==> src/rtl/tnrf_pkg.sv <==
// ============================================================================
// tnrf_pkg : shared types, constants and tables of the tanh recursive filter
// Holds field widths, register indexes, controller commands and the tanh
// segment table with its lookup and tap-reduction helpers.
// ============================================================================
package tnrf_pkg;

  // Default length of the delay line
  localparam int unsigned MaxDelayDefault = 1024;

  // Field widths
  localparam int unsigned SampleW = 24;
  localparam int unsigned CoefW   = 24;
  localparam int unsigned TapsW   = 10;
  localparam int unsigned CfgIdxW = 3;

  // Datapath widths
  localparam int unsigned AccW     = 52;  // exact sum at scale 2^-43
  localparam int unsigned MulW     = 25;  // shared multiplier operand
  localparam int unsigned ProdW    = 2 * MulW;
  localparam int unsigned MagW     = 47;  // clamped magnitude, 0 .. 2^46
  localparam int unsigned SegShift = 41;  // segment width of the tanh table
  localparam int unsigned IdxW     = MagW - SegShift;
  localparam int unsigned FracLoW  = 20;
  localparam int unsigned FracHiW  = SegShift - FracLoW;
  localparam int unsigned TabW     = 23;  // table entries stay below 2^23
  localparam int unsigned DiffW    = 22;
  localparam int unsigned IpW      = 44;  // one partial interpolation product

  // Number of segments; the last entry holds the saturated value
  localparam int unsigned TabLast = 32;

  // Configuration register indexes
  typedef enum logic [CfgIdxW-1:0] {
    REG_COEF_A     = 3'd0,
    REG_COEF_B     = 3'd1,
    REG_COEF_D     = 3'd2,
    REG_OFFSET_C   = 3'd3,
    REG_DELAY_TAPS = 3'd4
  } cfg_reg_e;

  // Delay line read address select
  typedef enum logic [1:0] {
    RD_LAG,
    RD_P1,
    RD_P2
  } rd_sel_e;

  // Shared multiplier operand select
  typedef enum logic [2:0] {
    MUL_SQ,
    MUL_A,
    MUL_B,
    MUL_D,
    MUL_FH,
    MUL_FL
  } mul_sel_e;

  // Accumulator operation
  typedef enum logic [1:0] {
    ACC_HOLD,
    ACC_INIT,
    ACC_ADD
  } acc_op_e;

  // Commands from controller to datapath
  typedef struct packed {
    logic     cap_in;
    logic     rd_en;
    rd_sel_e  rd_sel;
    logic     ld_yl;
    logic     ld_y1;
    logic     ld_y2;
    logic     ld_ysq;
    mul_sel_e mul_sel;
    acc_op_e  acc_op;
    logic     ld_seg;
    logic     ld_ip;
    logic     ld_y;
    logic     commit;
  } dp_cmd_t;

  // tanh at arguments 0, 0.25, .. 8, Q1.23
  function automatic logic [TabW-1:0] tanh_tab(input logic [IdxW-1:0] idx);
    logic [TabW-1:0] v;
    case (idx)
      6'd0:    v = 23'd0;
      6'd1:    v = 23'd2054527;
      6'd2:    v = 23'd3876520;
      6'd3:    v = 23'd5328016;
      6'd4:    v = 23'd6388715;
      6'd5:    v = 23'd7115919;
      6'd6:    v = 23'd7592934;
      6'd7:    v = 23'd7896830;
      6'd8:    v = 23'd8086849;
      6'd9:    v = 23'd8204278;
      6'd10:   v = 23'd8276321;
      6'd11:   v = 23'd8320322;
      6'd12:   v = 23'd8347124;
      6'd13:   v = 23'd8363422;
      6'd14:   v = 23'd8373323;
      6'd15:   v = 23'd8379334;
      6'd16:   v = 23'd8382982;
      6'd17:   v = 23'd8385195;
      6'd18:   v = 23'd8386538;
      6'd19:   v = 23'd8387352;
      6'd20:   v = 23'd8387846;
      6'd21:   v = 23'd8388146;
      6'd22:   v = 23'd8388328;
      6'd23:   v = 23'd8388438;
      6'd24:   v = 23'd8388505;
      6'd25:   v = 23'd8388545;
      6'd26:   v = 23'd8388570;
      6'd27:   v = 23'd8388585;
      6'd28:   v = 23'd8388594;
      6'd29:   v = 23'd8388600;
      6'd30:   v = 23'd8388603;
      6'd31:   v = 23'd8388605;
      default: v = 23'd8388606;
    endcase
    return v;
  endfunction

  // Reduce a tap count modulo the line depth by conditional subtraction.
  // Depth is at least four, so eight shifted subtractions cover any 10 bit value.
  function automatic logic [31:0] taps_mod(input logic [TapsW-1:0] taps,
                                           input int unsigned depth);
    logic [31:0] r;
    r = 32'(taps);
    for (int k = 7; k >= 0; k--) begin
      if ((depth << k) <= r) begin
        r = r - (depth << k);
      end
    end
    return r;
  endfunction

endpackage

==> src/rtl/tnrf_ctrl.sv <==
// ============================================================================
// tnrf_ctrl : sequencer of the tanh recursive filter
// Steps each word through delay-line reads, the shared multiplier schedule,
// the tanh lookup and the write-back, and owns the output valid flag.
// ============================================================================
module tnrf_ctrl (
  input  logic              clk_i,
  input  logic              rst_ni,
  input  logic              in_valid_i,
  output logic              in_ready_o,
  input  logic              out_ready_i,
  output logic              out_valid_o,
  output tnrf_pkg::dp_cmd_t cmd_o
);

  import tnrf_pkg::*;

  typedef enum logic [3:0] {
    ST_IDLE,
    ST_RD_L,
    ST_RD_1,
    ST_RD_2,
    ST_SQ,
    ST_MA,
    ST_MB,
    ST_MD,
    ST_SEG,
    ST_F1,
    ST_F2,
    ST_F3,
    ST_WR
  } state_e;

  state_e  state_q, state_d;
  logic    out_valid_q, out_valid_d;
  dp_cmd_t cmd;

  // Decode commands from the state
  always_comb begin
    cmd         = '0;
    cmd.rd_sel  = RD_LAG;
    cmd.mul_sel = MUL_SQ;
    cmd.acc_op  = ACC_HOLD;
    state_d     = state_q;
    case (state_q)
      ST_IDLE: begin
        cmd.cap_in = in_valid_i;
        if (in_valid_i) state_d = ST_RD_L;
      end
      ST_RD_L: begin
        cmd.rd_en  = 1'b1;
        cmd.rd_sel = RD_LAG;
        cmd.acc_op = ACC_INIT;
        state_d    = ST_RD_1;
      end
      ST_RD_1: begin
        cmd.rd_en  = 1'b1;
        cmd.rd_sel = RD_P1;
        cmd.ld_yl  = 1'b1;
        state_d    = ST_RD_2;
      end
      ST_RD_2: begin
        cmd.rd_en   = 1'b1;
        cmd.rd_sel  = RD_P2;
        cmd.ld_y1   = 1'b1;
        cmd.mul_sel = MUL_SQ;
        state_d     = ST_SQ;
      end
      ST_SQ: begin
        cmd.ld_y2   = 1'b1;
        cmd.ld_ysq  = 1'b1;
        cmd.mul_sel = MUL_A;
        state_d     = ST_MA;
      end
      ST_MA: begin
        cmd.acc_op  = ACC_ADD;
        cmd.mul_sel = MUL_B;
        state_d     = ST_MB;
      end
      ST_MB: begin
        cmd.acc_op  = ACC_ADD;
        cmd.mul_sel = MUL_D;
        state_d     = ST_MD;
      end
      ST_MD: begin
        cmd.acc_op = ACC_ADD;
        state_d    = ST_SEG;
      end
      ST_SEG: begin
        cmd.ld_seg = 1'b1;
        state_d    = ST_F1;
      end
      ST_F1: begin
        cmd.mul_sel = MUL_FH;
        state_d     = ST_F2;
      end
      ST_F2: begin
        cmd.ld_ip   = 1'b1;
        cmd.mul_sel = MUL_FL;
        state_d     = ST_F3;
      end
      ST_F3: begin
        cmd.ld_y = 1'b1;
        state_d  = ST_WR;
      end
      ST_WR: begin
        // hold the result until the output register is free
        cmd.commit = !out_valid_q || out_ready_i;
        if (cmd.commit) state_d = ST_IDLE;
      end
      default: state_d = ST_IDLE;
    endcase
  end

  // Load the output flag on commit, drop it once the word is taken
  always_comb begin
    out_valid_d = out_valid_q;
    if (cmd.commit) begin
      out_valid_d = 1'b1;
    end else if (out_ready_i) begin
      out_valid_d = 1'b0;
    end
  end

  // State and registered outputs
  always_ff @(posedge clk_i or negedge rst_ni) begin
    if (!rst_ni) begin
      state_q     <= ST_IDLE;
      out_valid_q <= 1'b0;
    end else begin
      state_q     <= state_d;
      out_valid_q <= out_valid_d;
    end
  end

  assign in_ready_o  = (state_q == ST_IDLE);
  assign out_valid_o = out_valid_q;
  assign cmd_o       = cmd;

  // A new word is never taken in the cycle after one was accepted
  a_one_in_flight: assert property (@(posedge clk_i) disable iff (!rst_ni)
    in_valid_i && in_ready_o |=> !in_ready_o)
    else $error("input accepted twice in a row");

  // Output valid rises only from a write-back
  a_valid_from_wr: assert property (@(posedge clk_i) disable iff (!rst_ni)
    $rose(out_valid_q) |-> $past(state_q == ST_WR))
    else $error("output valid without write-back");

  // A blocked write-back keeps its place and the pending word
  a_wr_stall: assert property (@(posedge clk_i) disable iff (!rst_ni)
    (state_q == ST_WR) && out_valid_q && !out_ready_i |=>
      (state_q == ST_WR) && out_valid_q)
    else $error("write-back left while output blocked");

endmodule

==> config.mk <==
export PLATFORM = sky130hd
export DESIGN_NAME = tnrf_ctrl
export DESIGN_NICKNAME = d
export VERILOG_FILES = /design/src/rtl/tnrf_pkg.sv /design/src/rtl/tnrf_ctrl.sv
export SDC_FILE = /design/constraint.sdc
export NUM_CORES = 1
export LEC_CHECK = 0
export ABC_AREA = 1
export ABC_CLOCK_PERIOD_IN_PS = 2400
export BUFFER_PORTS_ARGS = -buffer_cell sky130_fd_sc_hd__buf_2
export CORE_AREA = 2 2 39 41
export DETAILED_ROUTE_END_ITERATION = 8
export DIE_AREA = 0 0 41 43
export GPL_ROUTABILITY_DRIVEN = 0
export GPL_TIMING_DRIVEN = 0
export PLACE_DENSITY = 0.62
export SETUP_SLACK_MARGIN = 0.02
export SLEW_MARGIN = 25
export SYNTH_ARGS = -nofsm -noshare
export SYNTH_HDL_FRONTEND = slang
export SYNTH_SLANG_ARGS = --single-unit
==> constraint.sdc <==
create_clock -name clk_i -period 2.4 [get_ports clk_i]
set_input_delay 0.48 -clock clk_i [delete_from_list [all_inputs] [get_ports clk_i]]
set_output_delay 0.48 -clock clk_i [all_outputs]
set_load 0.1 [all_outputs]
==> results.md, run 1 <==
- Share of cells above drive strength 1: 42.35%
- Unrepaired setup endpoints after global routing: false
- Worst Skew: 0.004038 ns
- CTS buffer count: 3
- Grt ovf: 0
- Global-route usage over all layers: 11.58%
- Post_cts resized: 0
- Initial Util: 25.68%
- CTS tree: built
- DRT antenna net count: 0
- Via count of the first global-routing pass: 377
- Buf/Inv on CP: 3
- Largest net degree at the start of global routing: 8
- FMAX: 448.0 MHz
- Root Driver: clkbuf_4
- Core Box Area: 0.001384 sq mm
- Critical path class: reg -> out
- Post-synth cell types: 9
- Final Hold Viols: 0
- Period utilisation layout: 93.00%
- Die height: 43 um
- Mapped cell area: 355.3 sq um
- Worst slew pin tran: 0.4867 ns
- Dpl hpwl: 667.5 um
- Floorplan row count: 14
- Clk buf depth: 2
- CP required: 1.92 ns
- Tightest slew margin relative to the limit: 67.77%
- Drt pass-1 iters: 4
- Min setup slack post-route: 0.1680 ns
- DR WL/cell: 8.030 um
- Port buffer count: 22
- Commonest non-fill, non-tap cell in the layout: buf_2
- CP Launch Type: flop
- Critical Path Fanout Max: 7
- Hold WC Path Type: in -> async
- CP delay by family, top: buffers and inverters
- Die Wd: 41 um
- Final setup vio count: 0
- Filler cells: 160
- Commonest cells after routing, fill and taps aside: 22 x buf_2, 15 x nor2_1, 12 x inv_1, 10 x nand2_1, 5 x dfrtp_1
- DRC: 0
- Seq cells post-synth: 5
- Reg clk slew, reported paths: 0.04 ns
- # IOs: 23
- Antenna violations before repair: 0
- Antenna diodes: 0
- Fin nets: 90
- Skew-Pair Late Insertion Delay: 0.24 ns
- Yosys warns: 0
- First-pass GRT wire length: 1.414 mm
- Critical Path AT: 1.75 ns
- Critical Path End Type: primary output
- Sequential cell area: 125.1 sq um
- DR vias: 419
- Final wirelength: 811 um
- Multi-input gate area: 180.2 sq um
- Sink Count: 5
- Layout area overhead: 51.06%
- CTS Hold Buffers Added: 0
- Final min period: 2.232 ns
- Register area share after synthesis: 35.21%
- Die area: 0.001763 sq mm
- Setup Buffers After CTS: 0
- Slowest stage cell, crit path: dfrtp_1
- Slowest stage delay, CP: 0.44 ns
- Slew Limit Fails: 0
- DRC violation total after the first TritonRoute iteration: 5
- Post-synth net total: 63
- Max Cap Viol: 0
- Cells along the critical path: nor2_2 > inv_1 > nor2_4 > buf_4 > buf_2
- Drt via density: 4.149
- Mean Syn Cell Area: 6.023 sq um
- Status: completed
- Synthesized instance count: 59
- Max H-tree Level: 1
- Pre-CTS setup slack: 0.4295 ns
==> cell usage after synthesis <==
cell	count	area (sq um)
nor2_1	19	71.32
buf_4	4	30.03
nor2_2	1	6.260
nand2_1	10	37.54
nand3_1	4	20.02
nor3_1	2	10.01
dfrtp_1	5	125.1
inv_1	12	45.04
o21ai_0	2	10.01
==> per-stage QoR <==
step | area [sq um] | instances | utilization (%) | hold slack, ns | setup TNS [ns]
after global routing | 536.8 | 101 | 38.79 | 0.04193 | 0
final | 536.8 | 101 | 38.79 | 0.04339 | 0
after floorplan | 380.4 | 59 | - | 0.1844 | -0.6346
after CTS | 536.8 | 101 | 38.79 | 0.04157 | 0
after detailed placement | 510.5 | 97 | 36.89 | 0.3008 | 0
after global placement | 510.5 | 97 | 36.89 | 0.3014 | 0
==> routing by layer <==
layer  vias up  routed length, um  GRT usage (%)
met3         0                 52          6.283
met2        12                408          18.13
met4         0                  0          2.000
met5         -                  0              0
met1       182                350          13.64
li1        225                  -              -
==> area by class of cell <==
cell class	count	share of cell area [%]
sequential	5	23.31
inverter	12	8.392
buffer	4	5.594
clock buffer	4	4.895
multi-input combinational	38	33.57
timing repair buffer	22	20.51
tap	16	3.730
==> worst register-to-register path, stage by stage (launching register included) <==
cell and delay (ns):
dfrtp_1 0.44, nor2_2 0.30, inv_1 0.16, nand2_1 0.13, nor2_1 0.05
==> final timing paths <==
check                            start          end  slack, ns  cells past startpoint
min in group clk_i         out_ready_i  out_valid_o       0.45                      2
hold / removal                  rst_ni   state_q[1]       0.04                      1
setup / recovery            state_q[0]    cmd_o[10]       0.17                      5
hold reg to reg            out_valid_o  out_valid_o       0.55                      2
max in group asynchronous       rst_ni   state_q[2]       2.22                      1
setup reg to reg            state_q[0]   state_q[1]       1.21                      4
==> state kept, by name, indices dropped and copies added, names as in the netlist <==
register and count:
state_q 4, out_valid_o 1
==> logic make-up after synthesis <==
logic type / share of synthesized area, %
flops: 35.21
buf+inv: 21.13
compound gates: 2.817
simple gates: 40.85
Power of run 1 is left out: the tool's default activity adds up to more than one toggle a clock period on the data nets, which glitch-free logic cannot reach.
==> run 2: changes to the inputs <==
CELL_PAD_IN_SITES_DETAIL_PLACEMENT = 0   (was default)
CELL_PAD_IN_SITES_GLOBAL_PLACEMENT = 2   (was default)
CORE_AREA = default   (was 2 2 39 41)
CORE_ASPECT_RATIO = 1.1   (was default)
CORE_MARGIN = 2   (was default)
CORE_UTILIZATION = 19   (was default)
DIE_AREA = default   (was 0 0 41 43)
PLACE_DENSITY = 0.85   (was 0.62)
RECOVER_POWER = 25   (was default)
==> run 2 against run 1 <==
Net effect: register-to-register slack barely moved; clock-buffer cell count did not move; non-clock buffer count did not move; routed wire length rose by 12%; die area rose by 27%; via count rose by 3.3%; hold slack improved by 0.042 ns; sequential share of layout area fell by 0.16 points; utilization fell by 8.1 points; critical path depth did not move.
==> results.md, run 2 (synthesized netlist as in run 1, its figures left out) <==
- Skew-Pair Late Insertion Delay: 0.24 ns (about the same)
- Slew Limit Fails: 0 (unchanged)
- Sink Count: 5 (unchanged)
- Slowest stage cell, crit path: dfrtp_1 (unchanged)
- Final Hold Viols: 0 (unchanged)
- Antenna violations before repair: 0 (unchanged)
- Slowest stage delay, CP: 0.43 ns (was 0.44 ns)
- Grt ovf: 0 (unchanged)
- CP Launch Type: flop (unchanged)
- Share of cells above drive strength 1: 41.18% (was 42.35%)
- Root Driver: clkbuf_4 (unchanged)
- Critical Path AT: 1.69 ns (was 1.75 ns)
- Tightest slew margin relative to the limit: 67.56% (was 67.77%)
- Hold WC Path Type: in -> async (unchanged)
- Unrepaired setup endpoints after global routing: false (unchanged)
- Commonest non-fill, non-tap cell in the layout: buf_2 (unchanged)
- Worst Skew: 0.004336 ns (was 0.004038 ns)
- Antenna diodes: 0 (unchanged)
- Initial Util: 20.17% (was 25.68%)
- Drt via density: 4.204 (was 4.149)
- Fin nets: 90 (unchanged)
- First-pass GRT wire length: 1.518 mm (was 1.414 mm)
- DRC: 0 (unchanged)
- Critical path class: reg -> out (unchanged)
- Largest net degree at the start of global routing: 8 (unchanged)
- CP required: 1.92 ns (about the same)
- Via count of the first global-routing pass: 378 (was 377)
- Die area: 0.002233 sq mm (was 0.001763 sq mm)
- Hold WS: 0.08550 ns (was 0.04339 ns)
- Die height: 49.36 um (was 43 um)
- Floorplan row count: 16 (was 14)
- Critical Path End Type: primary output (unchanged)
- Dpl hpwl: 773.3 um (was 667.5 um)
- Worst slew pin tran: 0.4900 ns (was 0.4867 ns)
- CP delay by family, top: buffers and inverters (unchanged)
- Layout area overhead: 52.11% (was 51.06%)
- DR WL/cell: 8.835 um (was 8.030 um)
- Status: completed (unchanged)
- Final min period: 2.172 ns (was 2.232 ns)
- Largest register FFs: 4 (unchanged)
- Die Wd: 45.24 um (was 41 um)
- Final setup vio count: 0 (unchanged)
- Final wirelength: 910 um (was 811 um)
- CTS tree: built (unchanged)
- Max H-tree Level: 1 (unchanged)
- Period utilisation layout: 90.50% (was 93.00%)
- DRC violation total after the first TritonRoute iteration: 8 (was 5)
- Reg clk slew, reported paths: 0.04 ns (about the same)
- Cells along the critical path: nor2_2 > nand2_1 > nor2_1 > buf_4 > buf_2 (was nor2_2 > inv_1 > nor2_4 > buf_4 > buf_2)
- Buf/Inv on CP: 2 (was 3)
- Drt pass-1 iters: 4 (unchanged)
- Commonest cells after routing, fill and taps aside: 20 x buf_2, 15 x nor2_1, 12 x inv_1, 10 x nand2_1, 5 x dfrtp_1 (was 22 x buf_2, 15 x nor2_1, 12 x inv_1, 10 x nand2_1, 5 x dfrtp_1)
- Global-route usage over all layers: 9.548% (was 11.58%)
- Port buffer count: 22 (unchanged)
- Critical Path Fanout Max: 7 (unchanged)
- CTS buffer count: 3 (unchanged)
- DRT antenna net count: 0 (unchanged)
- Core Box Area: 0.001762 sq mm (was 0.001384 sq mm)
- Setup Buffers After CTS: 0 (unchanged)
- Clk buf depth: 2 (unchanged)
- # IOs: 23 (unchanged)
- Max Cap Viol: 0 (unchanged)
- Most flop-heavy register: state_q (unchanged)
- FMAX: 460.4 MHz (was 448.0 MHz)
- DR vias: 433 (was 419)
-- run 2: cell count changes in the layout (fill, tap and decap cells not counted), sizes merged --
| cell | previous run | this run |
|---|---|---|
| clkbuf | 4 | 6 |
| buf | 26 | 24 |
-- run 2: repair_timing --
| action | in CTS | in global routing |
|---|---|---|
| endpoints found under the setup margin | 0 | 1 |
| hold buffers | 0 | 0 |
| resized for setup | 0 | 1 |
-- run 2: per-layer routing --
| layer | track usage, % | part of all wire [%] | vias up |
|---|---|---|---|
| met3 | 5.556 | 7.8 | 0 |
| met5 | 0 | 0 | - |
| li1 | - | - | 223 |
| met1 | 11.51 | 42 | 195 |
| met2 | 14.05 | 50 | 15 |
| met4 | 2.941 | 0 | 0 |
-- run 2: layout make-up --
cell class	instances	area, sq um
Buffer	4	30.03
Clock buffer	4	26.28
Fill cell	225	1221
Inverter	12	45.04
Multi-Input combinational cell	38	180.2
Sequential cell	5	125.1
Tap cell	18	22.52
Timing Repair Buffer	22	111.4
-- run 2: metrics by stage --
step                std cells  setup TNS (ns)  utilization, %  setup WS (ns)  area (sq um)
global route              103               0           30.68        0.06697         540.5
global placement           99               0           29.12         0.4037         513.0
CTS                       103               0           30.61         0.1248         539.3
detailed placement         99               0           29.12         0.3932         513.0
finish                    103               0           30.68         0.2281         540.5
floorplan                  59         -0.6346               -        -0.4275         380.4
-- run 2: worst paths after layout --
check	start	end	slack [ns]	cells after the start
setup / recovery	state_q[0]	cmd_o[0]	0.23	5
hold / removal	rst_ni	state_q[0]	0.09	1
setup reg to reg	state_q[0]	state_q[1]	1.21	4
hold reg to reg	out_valid_o	out_valid_o	0.55	2
max in group asynchronous	rst_ni	state_q[2]	2.09	1
min in group clk_i	out_ready_i	out_valid_o	0.45	2
Power of run 2 is left out for the same reason.
==> run 3: changes to the inputs <==
CTS_BUF_LIST = sky130_fd_sc_hd__clkbuf_8 sky130_fd_sc_hd__clkbuf_16   (was default)
==> run 3 against run 2 <==
Net effect: register-to-register slack about the same; maximum frequency down 1.9%; first-iteration DRC count up 25%; clock skew down 0.0018 ns; routed wire length down 0.22%; global-route usage down 0.29 points; sequential cell count unchanged; critical endpoint is now cmd_o[10]; largest cell class unchanged.
==> results.md, run 3 (synthesized netlist as in run 1, its figures left out) <==
- Largest register FFs: 4 (unchanged)
- DRT antenna net count: 0 (unchanged)
- CP Launch Type: flop (unchanged)
- Post-DP Area: 513.0 sq um (unchanged)
- Critical Path End Type: primary output (unchanged)
- Design area: 556.8 sq um (was 540.5 sq um)
- Sink Count: 5 (unchanged)
- CTS buffer count: 3 (unchanged)
- DRC: 0 (unchanged)
- DR vias: 430 (was 433)
- Reg2reg setup slack: 1.21 ns (about the same)
- Unrepaired setup endpoints after global routing: false (unchanged)
- Tightest slew margin relative to the limit: 67.56% (unchanged)
- Port buffer count: 22 (unchanged)
- R2R Path End: state_q[1] (unchanged)
- Worst slew pin tran: 0.4900 ns (about the same)
- Critical Path AT: 1.74 ns (was 1.69 ns)
- Final setup vio count: 0 (unchanged)
- First-pass GRT wire length: 1.476 mm (was 1.518 mm)
- Reg2Reg Launch Point: state_q[0] (unchanged)
- Status: completed (unchanged)
- Floorplan row count: 16 (unchanged)
- Core Box Area: 0.001762 sq mm (unchanged)
- Share of cells above drive strength 1: 41.18% (unchanged)
- Dpl hpwl: 773.3 um (unchanged)
- Die area: 0.002233 sq mm (unchanged)
- Final Hold Viols: 0 (unchanged)
- Initial Util: 20.17% (unchanged)
- Setup TNS: 0 ns (unchanged)
- Hold WC Path Type: in -> async (unchanged)
- Global-route usage over all layers: 9.257% (was 9.548%)
- Setup crit start: state_q[0] (unchanged)
- Critical Path Fanout Max: 7 (unchanged)
- Slew Limit Fails: 0 (unchanged)
- Critical path class: reg -> out (unchanged)
- FMAX: 451.5 MHz (was 460.4 MHz)
- Die height: 49.36 um (unchanged)
- Drt pass-1 iters: 4 (unchanged)
- Final wirelength: 908 um (was 910 um)
- Root Driver: clkbuf_8 (was clkbuf_4)
- Layout area overhead: 56.69% (was 52.11%)
- Die Wd: 45.24 um (unchanged)
- CTS Hold Buffers Added: 0 (unchanged)
- Via count of the first global-routing pass: 364 (was 378)
- CP required: 1.92 ns (about the same)
- Worst Skew: 0.002514 ns (was 0.004336 ns)
- Max Cap Viol: 0 (unchanged)
- Fin nets: 90 (unchanged)
- Antenna violations before repair: 0 (unchanged)
- DR WL/cell: 8.816 um (was 8.835 um)
- Clk buf depth: 2 (unchanged)
- DRC violation total after the first TritonRoute iteration: 10 (was 8)
- # IOs: 23 (unchanged)
- Final min period: 2.215 ns (was 2.172 ns)
- Antenna diodes: 0 (unchanged)
- Post_cts resized: 0 (unchanged)
- Commonest cells after routing, fill and taps aside: 21 x buf_2, 15 x nor2_1, 13 x inv_1, 10 x nand2_1, 5 x dfrtp_1 (was 20 x buf_2, 15 x nor2_1, 12 x inv_1, 10 x nand2_1, 5 x dfrtp_1)
- CTS tree: built (unchanged)
- Period utilisation layout: 92.29% (was 90.50%)
- Reg clk slew, reported paths: 0.04 ns (about the same)
- Worst R2R Path Depth: 4 (unchanged)
- Largest net degree at the start of global routing: 8 (unchanged)
- Final core occ: 31.61% (was 30.68%)
- Setup Buffers After CTS: 0 (unchanged)
- Commonest non-fill, non-tap cell in the layout: buf_2 (unchanged)
- Skew-Pair Late Insertion Delay: 0.22 ns (was 0.24 ns)
- Drt via density: 4.175 (was 4.204)
- Most flop-heavy register: state_q (unchanged)
- Max H-tree Level: 1 (unchanged)
- Grt ovf: 0 (unchanged)
run 3: metrics by stage:
step / hold WS (ns) / cells / setup slack, ns
floorplan: 0.1844 / 59 / -0.4275
detailed placement: 0.3007 / 99 / 0.3932
CTS: 0.06817 / 103 / 0.1522
global route: 0.1259 / 103 / 0.04535
global placement: 0.3020 / 99 / 0.4037
finish: 0.1120 / 103 / 0.1850
run 3: critical path, stage by stage, from the launching register on:
cell and delay (ns):
dfrtp_1 0.43, nor2_2 0.30, inv_1 0.16, nor2_4 0.11, buf_4 0.10, buf_2 0.41
run 3: final cells by class:
class,count,area [sq um]
sequential,5,125.1
fill,223,1205
inverter,12,45.04
clock buffer,3,41.29
timing repair buffer,22,108.9
buffer,4,30.03
clock inverter,1,3.754
tap,18,22.52
multi-input combinational,38,180.2
run 3: worst max path at each step:
| stage | to | slack, ns | cells after the start |
|---|---|---|---|
| CTS | cmd_o[10] | 0.15 | 5 |
| finish | cmd_o[10] | 0.18 | 5 |
| global route | cmd_o[10] | 0.05 | 5 |
| floorplan | cmd_o[13] | -0.43 | 4 |
| global placement | cmd_o[10] | 0.40 | 5 |
| detailed placement | cmd_o[10] | 0.39 | 5 |
run 3: routing by layer:
metal | GRT usage [%] | wire [um]
met1 | 11.51 | 365
met2 | 13.81 | 450
met3 | 6.667 | 92
met4 | 0 | 0
met5 | 0 | 0
Power of run 3 is left out for the same reason.
